File: src/rtl/swsv_pkg.sv
// Shared types for the stack with sorted view unit.
// Depends on nothing; used by swsv_ctrl, swsv_dp, the top level and the checker.
package swsv_pkg;

   typedef enum logic [1:0] {
      OP_PUSH = 2'd0,
      OP_POP  = 2'd1,
      OP_LIST = 2'd2
   } op_type;

   typedef enum logic [1:0] {
      STAT_OK    = 2'd0,
      STAT_FULL  = 2'd1,
      STAT_EMPTY = 2'd2
   } status_type;

   typedef enum logic [2:0] {
      S_IDLE,
      S_PUSH,
      S_POP_TOP,
      S_SCAN,
      S_DEL,
      S_LIST
   } state_type;

   typedef enum logic [2:0] {
      PTR_HOLD,
      PTR_LOAD,
      PTR_CLEAR,
      PTR_INC,
      PTR_DEC
   } ptr_op_type;

   typedef enum logic [1:0] {
      CNT_HOLD,
      CNT_INC,
      CNT_DEC
   } cnt_op_type;

   typedef enum logic [2:0] {
      RD_CNT_M1,
      RD_PTR_M2,
      RD_ZERO,
      RD_PTR_P1,
      RD_PTR_P2
   } rd_sel_type;

   typedef enum logic [1:0] {
      VAL_ZERO,
      VAL_ITEM,
      VAL_RD
   } val_sel_type;

   typedef struct packed {
      logic        latch_val;
      logic        stack_wr;
      logic        latch_item;
      ptr_op_type  ptr_op;
      cnt_op_type  cnt_op;
      rd_sel_type  rd_sel;
      logic        sort_wr;
      logic        sort_wr_val;
      logic        emit;
      status_type  status;
      val_sel_type val_sel;
      logic        last_from_ptr;
   } cmd_type;

   typedef struct packed {
      logic cnt_zero;
      logic cnt_full;
      logic ptr_zero;
      logic ptr_last;
      logic rd_gt_val;
      logic rd_eq_item;
   } stat_type;

endpackage

File: src/rtl/swsv_ctrl.sv
// Controller state machine: sequences push, pop and list transactions.
// Depends on swsv_pkg; drives the command struct of swsv_dp.
module swsv_ctrl (
   input  logic                clock,
   input  logic                reset,
   input  logic                start,
   input  logic [1:0]          req_operation,
   input  swsv_pkg::stat_type  stat,
   output swsv_pkg::cmd_type   cmd,
   output logic                busy
);

   swsv_pkg::state_type state_ff, state_in;

   always_ff @(posedge clock) begin
      if (reset) begin
         state_ff <= swsv_pkg::S_IDLE;
      end else begin
         state_ff <= state_in;
      end
   end

   assign busy = (state_ff != swsv_pkg::S_IDLE);

   always_comb begin
      state_in = state_ff;
      case (state_ff)
         swsv_pkg::S_IDLE: begin
            if (start) begin
               case (req_operation)
                  swsv_pkg::OP_PUSH: if (!stat.cnt_full) state_in = swsv_pkg::S_PUSH;
                  swsv_pkg::OP_POP:  if (!stat.cnt_zero) state_in = swsv_pkg::S_POP_TOP;
                  swsv_pkg::OP_LIST: if (!stat.cnt_zero) state_in = swsv_pkg::S_LIST;
                  default:           state_in = swsv_pkg::S_IDLE;
               endcase
            end
         end
         swsv_pkg::S_PUSH: begin
            if (stat.ptr_zero || !stat.rd_gt_val) state_in = swsv_pkg::S_IDLE;
         end
         swsv_pkg::S_POP_TOP: state_in = swsv_pkg::S_SCAN;
         swsv_pkg::S_SCAN: begin
            if (stat.rd_eq_item || stat.ptr_last) state_in = swsv_pkg::S_DEL;
         end
         swsv_pkg::S_DEL: begin
            if (stat.ptr_last) state_in = swsv_pkg::S_IDLE;
         end
         swsv_pkg::S_LIST: begin
            if (stat.ptr_last) state_in = swsv_pkg::S_IDLE;
         end
         default: state_in = swsv_pkg::S_IDLE;
      endcase
   end

   always_comb begin
      cmd               = '0;
      cmd.ptr_op        = swsv_pkg::PTR_HOLD;
      cmd.cnt_op        = swsv_pkg::CNT_HOLD;
      cmd.rd_sel        = swsv_pkg::RD_ZERO;
      cmd.status        = swsv_pkg::STAT_OK;
      cmd.val_sel       = swsv_pkg::VAL_ZERO;
      case (state_ff)
         swsv_pkg::S_IDLE: begin
            if (start) begin
               case (req_operation)
                  swsv_pkg::OP_PUSH: begin
                     if (stat.cnt_full) begin
                        cmd.emit   = 1'b1;
                        cmd.status = swsv_pkg::STAT_FULL;
                     end else begin
                        cmd.stack_wr  = 1'b1;
                        cmd.latch_val = 1'b1;
                        cmd.ptr_op    = swsv_pkg::PTR_LOAD;
                        cmd.rd_sel    = swsv_pkg::RD_CNT_M1;
                     end
                  end
                  swsv_pkg::OP_POP: begin
                     if (stat.cnt_zero) begin
                        cmd.emit   = 1'b1;
                        cmd.status = swsv_pkg::STAT_EMPTY;
                     end
                  end
                  swsv_pkg::OP_LIST: begin
                     if (stat.cnt_zero) begin
                        cmd.emit   = 1'b1;
                        cmd.status = swsv_pkg::STAT_EMPTY;
                     end else begin
                        cmd.ptr_op = swsv_pkg::PTR_CLEAR;
                        cmd.rd_sel = swsv_pkg::RD_ZERO;
                     end
                  end
                  default: cmd.emit = 1'b0;
               endcase
            end
         end
         swsv_pkg::S_PUSH: begin
            cmd.sort_wr = 1'b1;
            if (!stat.ptr_zero && stat.rd_gt_val) begin
               cmd.ptr_op = swsv_pkg::PTR_DEC;
               cmd.rd_sel = swsv_pkg::RD_PTR_M2;
            end else begin
               cmd.sort_wr_val = 1'b1;
               cmd.cnt_op      = swsv_pkg::CNT_INC;
               cmd.emit        = 1'b1;
            end
         end
         swsv_pkg::S_POP_TOP: begin
            cmd.latch_item = 1'b1;
            cmd.ptr_op     = swsv_pkg::PTR_CLEAR;
            cmd.rd_sel     = swsv_pkg::RD_ZERO;
         end
         swsv_pkg::S_SCAN: begin
            cmd.rd_sel = swsv_pkg::RD_PTR_P1;
            if (!(stat.rd_eq_item || stat.ptr_last)) cmd.ptr_op = swsv_pkg::PTR_INC;
         end
         swsv_pkg::S_DEL: begin
            if (stat.ptr_last) begin
               cmd.cnt_op  = swsv_pkg::CNT_DEC;
               cmd.emit    = 1'b1;
               cmd.val_sel = swsv_pkg::VAL_ITEM;
            end else begin
               cmd.sort_wr = 1'b1;
               cmd.ptr_op  = swsv_pkg::PTR_INC;
               cmd.rd_sel  = swsv_pkg::RD_PTR_P2;
            end
         end
         swsv_pkg::S_LIST: begin
            cmd.emit          = 1'b1;
            cmd.val_sel       = swsv_pkg::VAL_RD;
            cmd.last_from_ptr = 1'b1;
            cmd.ptr_op        = swsv_pkg::PTR_INC;
            cmd.rd_sel        = swsv_pkg::RD_PTR_P1;
         end
         default: cmd.emit = 1'b0;
      endcase
   end

endmodule

File: src/rtl/swsv_dp.sv
// Datapath: stack memory, sorted memory, entry count, walk pointer, result register.
// Depends on swsv_pkg; commanded by swsv_ctrl.
module swsv_dp #(
   parameter int DEPTH = 32
) (
   input  logic                clock,
   input  logic                reset,
   input  swsv_pkg::cmd_type   cmd,
   output swsv_pkg::stat_type  stat,
   input  logic signed [31:0]  req_value,
   output logic                rsp_valid,
   output logic [1:0]          rsp_status,
   output logic signed [31:0]  rsp_value_out,
   output logic                rsp_last
);

   localparam int IW = (DEPTH > 1) ? $clog2(DEPTH) : 1;
   localparam int CW = $clog2(DEPTH + 1);
   localparam int AW = CW + 1;

   logic [31:0]        stack_mem [0:DEPTH-1];
   logic [31:0]        sort_mem  [0:DEPTH-1];

   logic [CW-1:0]      count_ff, count_in;
   logic [CW-1:0]      ptr_ff, ptr_in;
   logic signed [31:0] val_ff;
   logic [31:0]        item_ff;
   logic [31:0]        top_ff;
   logic [31:0]        srd_ff;
   logic [AW-1:0]      cnt_x, ptr_x, rd_raw, top_raw;
   logic [IW-1:0]      rd_addr, top_addr;
   logic [31:0]        sort_wdata;
   logic               rsp_valid_ff;
   logic [1:0]         rsp_status_ff;
   logic [31:0]        rsp_value_ff;
   logic               rsp_last_ff;

   assign cnt_x   = AW'(count_ff);
   assign ptr_x   = AW'(ptr_ff);
   assign top_raw = cnt_x - AW'(1);

   always_comb begin
      case (cmd.rd_sel)
         swsv_pkg::RD_CNT_M1: rd_raw = cnt_x - AW'(1);
         swsv_pkg::RD_PTR_M2: rd_raw = ptr_x - AW'(2);
         swsv_pkg::RD_PTR_P1: rd_raw = ptr_x + AW'(1);
         swsv_pkg::RD_PTR_P2: rd_raw = ptr_x + AW'(2);
         default:             rd_raw = '0;
      endcase
   end

   assign rd_addr  = (rd_raw < AW'(DEPTH)) ? rd_raw[IW-1:0] : '0;
   assign top_addr = (top_raw < AW'(DEPTH)) ? top_raw[IW-1:0] : '0;

   assign stat.cnt_zero   = (count_ff == '0);
   assign stat.cnt_full   = (cnt_x == AW'(DEPTH));
   assign stat.ptr_zero   = (ptr_ff == '0);
   assign stat.ptr_last   = ((ptr_x + AW'(1)) >= cnt_x);
   assign stat.rd_gt_val  = ($signed(srd_ff) > val_ff);
   assign stat.rd_eq_item = (srd_ff == item_ff);

   assign sort_wdata = cmd.sort_wr_val ? val_ff : srd_ff;

   always_ff @(posedge clock) begin
      if (cmd.stack_wr) begin
         stack_mem[count_ff[IW-1:0]] <= req_value;
      end
      top_ff <= stack_mem[top_addr];
   end

   always_ff @(posedge clock) begin
      if (cmd.sort_wr) begin
         sort_mem[ptr_ff[IW-1:0]] <= sort_wdata;
      end
      srd_ff <= sort_mem[rd_addr];
   end

   always_comb begin
      case (cmd.cnt_op)
         swsv_pkg::CNT_INC: count_in = count_ff + CW'(1);
         swsv_pkg::CNT_DEC: count_in = count_ff - CW'(1);
         default:           count_in = count_ff;
      endcase
   end

   always_comb begin
      case (cmd.ptr_op)
         swsv_pkg::PTR_LOAD:  ptr_in = count_ff;
         swsv_pkg::PTR_CLEAR: ptr_in = '0;
         swsv_pkg::PTR_INC:   ptr_in = ptr_ff + CW'(1);
         swsv_pkg::PTR_DEC:   ptr_in = ptr_ff - CW'(1);
         default:             ptr_in = ptr_ff;
      endcase
   end

   always_ff @(posedge clock) begin
      if (reset) begin
         count_ff     <= '0;
         ptr_ff       <= '0;
         rsp_valid_ff <= 1'b0;
      end else begin
         count_ff     <= count_in;
         ptr_ff       <= ptr_in;
         rsp_valid_ff <= cmd.emit;
      end
   end

   always_ff @(posedge clock) begin
      if (cmd.latch_val) val_ff <= req_value;
      if (cmd.latch_item) item_ff <= top_ff;
      if (cmd.emit) begin
         rsp_status_ff <= cmd.status;
         rsp_last_ff   <= cmd.last_from_ptr ? stat.ptr_last : 1'b1;
         case (cmd.val_sel)
            swsv_pkg::VAL_ITEM: rsp_value_ff <= item_ff;
            swsv_pkg::VAL_RD:   rsp_value_ff <= srd_ff;
            default:            rsp_value_ff <= '0;
         endcase
      end
   end

   assign rsp_valid     = rsp_valid_ff;
   assign rsp_status    = rsp_status_ff;
   assign rsp_value_out = rsp_value_ff;
   assign rsp_last      = rsp_last_ff;

endmodule

File: src/rtl/stack_with_sorted_view_unit.sv
// Top level of the stack with sorted view unit: controller plus datapath.
// Depends on swsv_pkg, swsv_ctrl and swsv_dp.
//
//   channel    ports                                      transfer
//   request    start, busy, req_operation, req_value      start && !busy
//   response   rsp_valid, rsp_status, rsp_value_out,      rsp_valid, one cycle
//              rsp_last
//
// Push: k = sorted entries moved up (at most DEPTH-1); a push to a full stack is refused.
// Pop: read the top entry, scan the sorted memory for the match, then close the gap.
// List: n results on consecutive cycles, after the first entry is read; empty is refused.
// All walks are set by the single read port of the sorted memory, one entry a cycle.
// Synchronous reset empties the stack; memory contents are not cleared.
// Results are registered and cannot be stalled; a new start may coincide with the last one.
module stack_with_sorted_view_unit #(
   parameter int DEPTH = 32
) (
   input  logic               clock,
   input  logic               reset,
   input  logic               start,
   output logic               busy,
   input  logic [1:0]         req_operation,
   input  logic signed [31:0] req_value,
   output logic               rsp_valid,
   output logic [1:0]         rsp_status,
   output logic signed [31:0] rsp_value_out,
   output logic               rsp_last
);

   swsv_pkg::cmd_type  cmd;
   swsv_pkg::stat_type stat;

   swsv_ctrl u_ctrl (
      .clock         (clock),
      .reset         (reset),
      .start         (start),
      .req_operation (req_operation),
      .stat          (stat),
      .cmd           (cmd),
      .busy          (busy)
   );

   swsv_dp #(
      .DEPTH (DEPTH)
   ) u_dp (
      .clock         (clock),
      .reset         (reset),
      .cmd           (cmd),
      .stat          (stat),
      .req_value     (req_value),
      .rsp_valid     (rsp_valid),
      .rsp_status    (rsp_status),
      .rsp_value_out (rsp_value_out),
      .rsp_last      (rsp_last)
   );

endmodule

File: config.mk
export PLATFORM = sky130hd
export DESIGN_NAME = stack_with_sorted_view_unit
export DESIGN_NICKNAME = d
export VERILOG_FILES = /design/src/rtl/swsv_pkg.sv /design/src/rtl/swsv_ctrl.sv /design/src/rtl/swsv_dp.sv /design/src/rtl/stack_with_sorted_view_unit.sv
export SDC_FILE = /design/constraint.sdc
export NUM_CORES = 2
export LEC_CHECK = 0
export BUFFER_PORTS_ARGS = -buffer_cell sky130_fd_sc_hd__buf_4
export CAP_MARGIN = 10
export CORE_MARGIN = 2
export CORE_UTILIZATION = 60
export DETAILED_ROUTE_END_ITERATION = 6
export GPL_ROUTABILITY_DRIVEN = 0
export PLACE_DENSITY = 0.77
export SYNTH_ARGS = -nofsm -noshare
export SYNTH_HDL_FRONTEND = slang
export SYNTH_HIERARCHICAL = 1
export SYNTH_SLANG_ARGS = --single-unit
File: constraint.sdc
create_clock -name clock -period 6.7 [get_ports clock]
set_input_delay 0.335 -clock clock [delete_from_list [all_inputs] [get_ports clock]]
set_output_delay 0.335 -clock clock [all_outputs]
set_load 0.01 [all_outputs]
### After elaboration in Yosys (flattened, before gate mapping)

Memories as Yosys holds them, arrays and structs flattened. A register that Yosys moved wholly into a read port is not among the register bits.
Index checks and enable logic that the tools add are counted.

* register bits after elaboration: 115
* memory bits (writable): 2048
* bits of input ports: 37
* output and inout bits: 37
* memories: 2

Memories
* u_dp.sort_mem: depth 32, width 32, read ports 1, clocked after memory_dff 1, write ports 1, line swsv_dp.sv:22 `logic [31:0] sort_mem [0:DEPTH-1];`
* u_dp.stack_mem: depth 32, width 32, read ports 1, clocked after memory_dff 1, write ports 1, line swsv_dp.sv:21 `logic [31:0] stack_mem [0:DEPTH-1];`

* add/sub/neg operators: 8
* magnitude comparators: 4
* eq/ne operators: 27
* mux-type cells: 55
* reductions and logical operators: 18

Operators by type and width (number)
* 32-bit one-hot mux with 2 select lines: 1
* 3-bit 2-to-1 mux: 14
* 32-bit == test: 1
* 32-bit greater-than comparator: 1
* 32-bit 2-to-1 mux: 1
* 7-bit one-hot mux with 4 select lines: 1
* 6-bit one-hot mux with 4 select lines: 1
* 2-bit 2-to-1 mux: 11
* 3-bit one-hot mux with 6 select lines: 1
* 3-bit by 2-bit == test with 1-bit output, second input constant: 5
* 3-bit one-hot mux with 5 select lines: 1
* 7-bit by 6-bit less-than comparator with 1-bit output, second input constant: 2
* 6-bit by 1-bit adder with 6-bit output, second input constant: 2
* 3-bit == test, second input constant: 4
* 6-bit logical NOT: 2
* 2-bit one-hot mux with 2 select lines: 3
* 3-bit one-hot mux with 4 select lines: 1
* 6-bit one-hot mux with 2 select lines: 1
* 6-bit by 1-bit subtractor with 6-bit output, second input constant: 2
* 1-bit 2-to-1 mux: 11
* 5-bit 2-to-1 mux: 2
* 3-bit by 1-bit == test with 1-bit output, second input constant: 3
* 3-bit != test, second input constant: 3
* 3-bit one-hot mux with 3 select lines: 1
* 25 further kinds: 37

### Logic depth before layout (Yosys ltp)

* depth in word-level cells: 9
* mapped depth: 30
* mapped depth without buffers: 25

### Cells and area by module

Netlist, hierarchy kept.

By module, submodules not included
* swsv_dp: times used 1, cells each 5435, area each 89400.7 sq um, seq. area each 66013.3 sq um
* swsv_ctrl: times used 1, cells each 69, area each 541.8 sq um, seq. area each 60.1 sq um

### Worst setup path after synthesis

Ideal clock, no wire load.

* path type: register to register
* start: register u_dp.ptr_ff[0]
* end: register u_dp.srd_ff[10] (read register of u_dp.sort_mem)
* data arrival time: 6.034 ns
* path slack: 0.538 ns
* cell stages (with the launch flop): 27
* period minus slack after synthesis: 6.162 ns
* cells stage by stage: dfxtp_1 -> clkbuf_1 -> inv_1 -> ha_1 -> ha_1 -> a21o_1 -> a21oi_1 -> nor2b_1 -> o21ai_0 -> nand2b_1 -> a211o_1 -> nor3b_1 -> nor3_1 -> nand2_1 -> or3b_1 -> clkbuf_1 -> ha_1 -> a211oi_1 -> a21oi_1 -> o32a_1 -> or3_1 -> buf_2 -> nor4_2 -> buf_2 -> o31ai_1 -> a2111oi_2 -> nor4_2

RTL lines
* start, declared: line swsv_dp.sv:25 `logic [CW-1:0] ptr_ff, ptr_in;`
* start signal, assigned: line swsv_dp.sv:103 `ptr_ff <= ptr_in;`
* end, declared: line swsv_dp.sv:29 `logic [31:0] srd_ff;`

==> metrics.yaml <==
slew_viol_final: 0
finish.utilization: 0.690
drc: 0
period_minus_slack_ns: 6.48
drt-total-wl_um: 262000
drive_gt1_frac: 0.187
path_depth: 25
r2r_start: "u_dp/val_ff[16]"
p_leak_nw: 32.9
cts_htree_levels: 4
yosys-top-cells-area: "edfxtp_1 (72%), mux4_2 (4.0%), mux2i_1 (3.3%), nand2_1 (1.8%), dfxtp_1 (1.8%)"
postSynth.asyncResetShare: 0
synth_area_leader_cell: "edfxtp_1"
setup_slack_ns: 0.223
yosysWarnings: 6
die_h_um: 391
area_growth_pct: 14.6
power_mw: 39.3
dp.cells: 7499
clock_skew_ns: 0.0994
irDropWorstVdd_uv: 352
final_nets: 5838
dp_slack_ns: 0.222
core-area_mm2: 0.149
seq_area_mm2: 0.0661
reg2reg_depth: 25
post_drt_wl_per_cell_um: 33.1
cts_sinks: 2227
grt_max_degree: 133
holdCritStartpoint: "req_operation[0]"
io_buffers: 73
tns_ns: 0
synth.distinct_cells: 82
crit_arrival_ns: 7.22
timing.fmax_ghz: 0.154
cts-buffers-inserted: 208
start_util: 0.602
clk_pin_slew_ns: 0.06
die_w_um: 391
period_share: 0.967
layout_common_cells: "edfxtp_1 (2147), nand2_1 (434), buf_4 (307)"
path_class: "flop to flop"
synth-seq-cells: 2227
synthFlopType: "edfxtp_1"
ys_seq_area_frac: 0.735
setup_viol: 0
synth_cells: 5504
crit_path_top_delay_cell: "or3_2"
vias: 56152
cts_tree: "built"
cp_slowest_stage_delay_ns: 0.58
routed_via_density: 7.08
clockRootBuffer: "clkbuf_16"
num_rows: 142
multi_input_area_mm2: 0.0226
cp-start-kind: "flop"
path_common_cell: "a21o_1"
avgSynthCellArea_um2: 16.3
ios: 74
drtIter0Drc: 8347
fillCellCount: 8998
final_cell_area_mm2: 0.103
status: "finished, final reports clean"
final-hold-violation-count: 0
stdcell_count: 7930
clock_latency_ns: 0.87
drv_cap: 0
syn_nets: 5612
antenna_found_initial: 9
worstPathRequired_ns: 7.44
hold_class: "input port to flop"
dpl-instance-area_mm2: 0.0953
overflow: 0
slew_headroom: 0.125
crit_family: "compound AO/OA/AOI/OAI gates"
grt_pass1_wl_um: 374000
hpwl_um: 145000
synth_enable_flop_cells: 2147
syn-cell-area_mm2: 0.0899
synth.top_cell.area_share: 0.717
startpoint: "u_dp/val_ff[16]"
layout_commonest_cell: "edfxtp_1"
cts_max_path_buffers: 3
crit_buf_inv: 3
drt-pass1-iter-count: 7
worst_pin_slew_ns: 1.31
end_kind: "flop"
grt_pass1_vias: 55000
detail-route-antenna-nets: 0
hold_ws_ns: 0.0800
grt_use_total: 0.341
min_path_cells: 3
crit_fanout: 27
dieArea_mm2: 0.153
power_density_mw_per_mm2: 382
## worst paths after layout
kind,to,slack (ns)
max reg2reg,u_dp/srd_ff[11],0.22
max,u_dp/srd_ff[11],0.22
min,u_dp/rsp_status[0],0.08
min reg2reg,u_dp/item_ff[19],0.41
## cells by family (layout without fill, tap and decap cells)
group,count (synthesis),after routing,synth area share
DFF,2227,2227,0.735
and+or+nand+nor,1165,1165,0.0668
AOI/OAI and AO/OA,1007,1007,0.0811
muxes,517,517,0.0807
buffers and inverters,466,874,0.0217
adders and majority gates,71,71,0.0101
xor gates and xnor gates,51,51,0.00497
other,0,2,0
## power breakdown
part / internal, mW / switching [mW]
Clock: 7.22 / 5.28
Sequential: 16.8 / 0.446
Combinational: 3.04 / 6.53
Total: 27.1 / 12.3
## registers in the layout, summed over array words and instances (netlist names)
name	count
u_dp/rsp_valid	1
u_dp/ptr_ff	6
u_dp/stack_mem	1024
u_dp/count_ff	6
u_dp/sort_mem	1024
u_dp/val_ff	32
u_dp/item_ff	32
u_dp/rsp_value_out	32
u_dp/top_ff	32
u_dp/srd_ff	32
u_dp/rsp_last	1
u_dp/rsp_status	2
u_ctrl/state_ff	3
## area by class of cell
| class | count | area share |
|---|---|---|
| Sequential cell | 2227 | 0.641 |
| Multi-Input combinational cell | 2811 | 0.219 |
| Clock buffer | 262 | 0.0537 |
| Timing Repair Buffer | 423 | 0.0415 |
| Tap cell | 2016 | 0.0245 |
| Clock inverter | 130 | 0.0175 |
| Inverter | 59 | 0.00215 |
| Antenna cell | 2 | 0.0000486 |
## cell usage after synthesis, drive strengths merged, types with 3 or more instances
master and count:
nor3b 9, nand3b 4, o2111ai 62, or2 4, clkbuf 275, fa 3, o21bai 5, a211oi 166
and2 70, or3 12, a2111oi 65, nand2 438, a32oi 64, a221oi 100, nand2b 7, a31oi 35
a21o 48, nand4 77, o31ai 32, and3 105, a211o 3, dfxtp 80, mux4 160, nor3 18
o21ai 175, xnor2 11, nor2b 9, a22oi 32, inv 59, or4 35, nor2 141, o21a 4
mux2 63, buf 132, nand3 149, a21oi 163, mux2i 294, nor4 75, edfxtp 2147, xor2 40
ha 68, o211ai 36
## what timing repair did
| action | in CTS | in global routing |
|---|---|---|
| setup endpoints to repair | 0 | 32 |
| setup buffers | 0 | 2 |
| resized for setup | 0 | 14 |
| hold endpoints to repair | 1073 | 0 |
| hold buffers | 34 | 0 |
## worst reg2reg max path: cells and delay by family (launching register included)
| family | cells | cell delay (ns) |
|---|---|---|
| simple gates | 6 | 1.83 |
| fa+ha+maj | 2 | 0.56 |
| compound gates | 14 | 2.88 |
| buf+inv | 3 | 0.57 |
| flops | 1 | 0.53 |
## routing by layer
metal  wire length [um]  vias to the layer above  GRT usage
met4              15300                        6      0.189
met1              88700                    27899      0.445
met2             120000                     4839      0.517
li1                   -                    22490          -
met5                 43                        -          0
met3              37700                      918      0.102
Power figures use the tool's default switching activity.
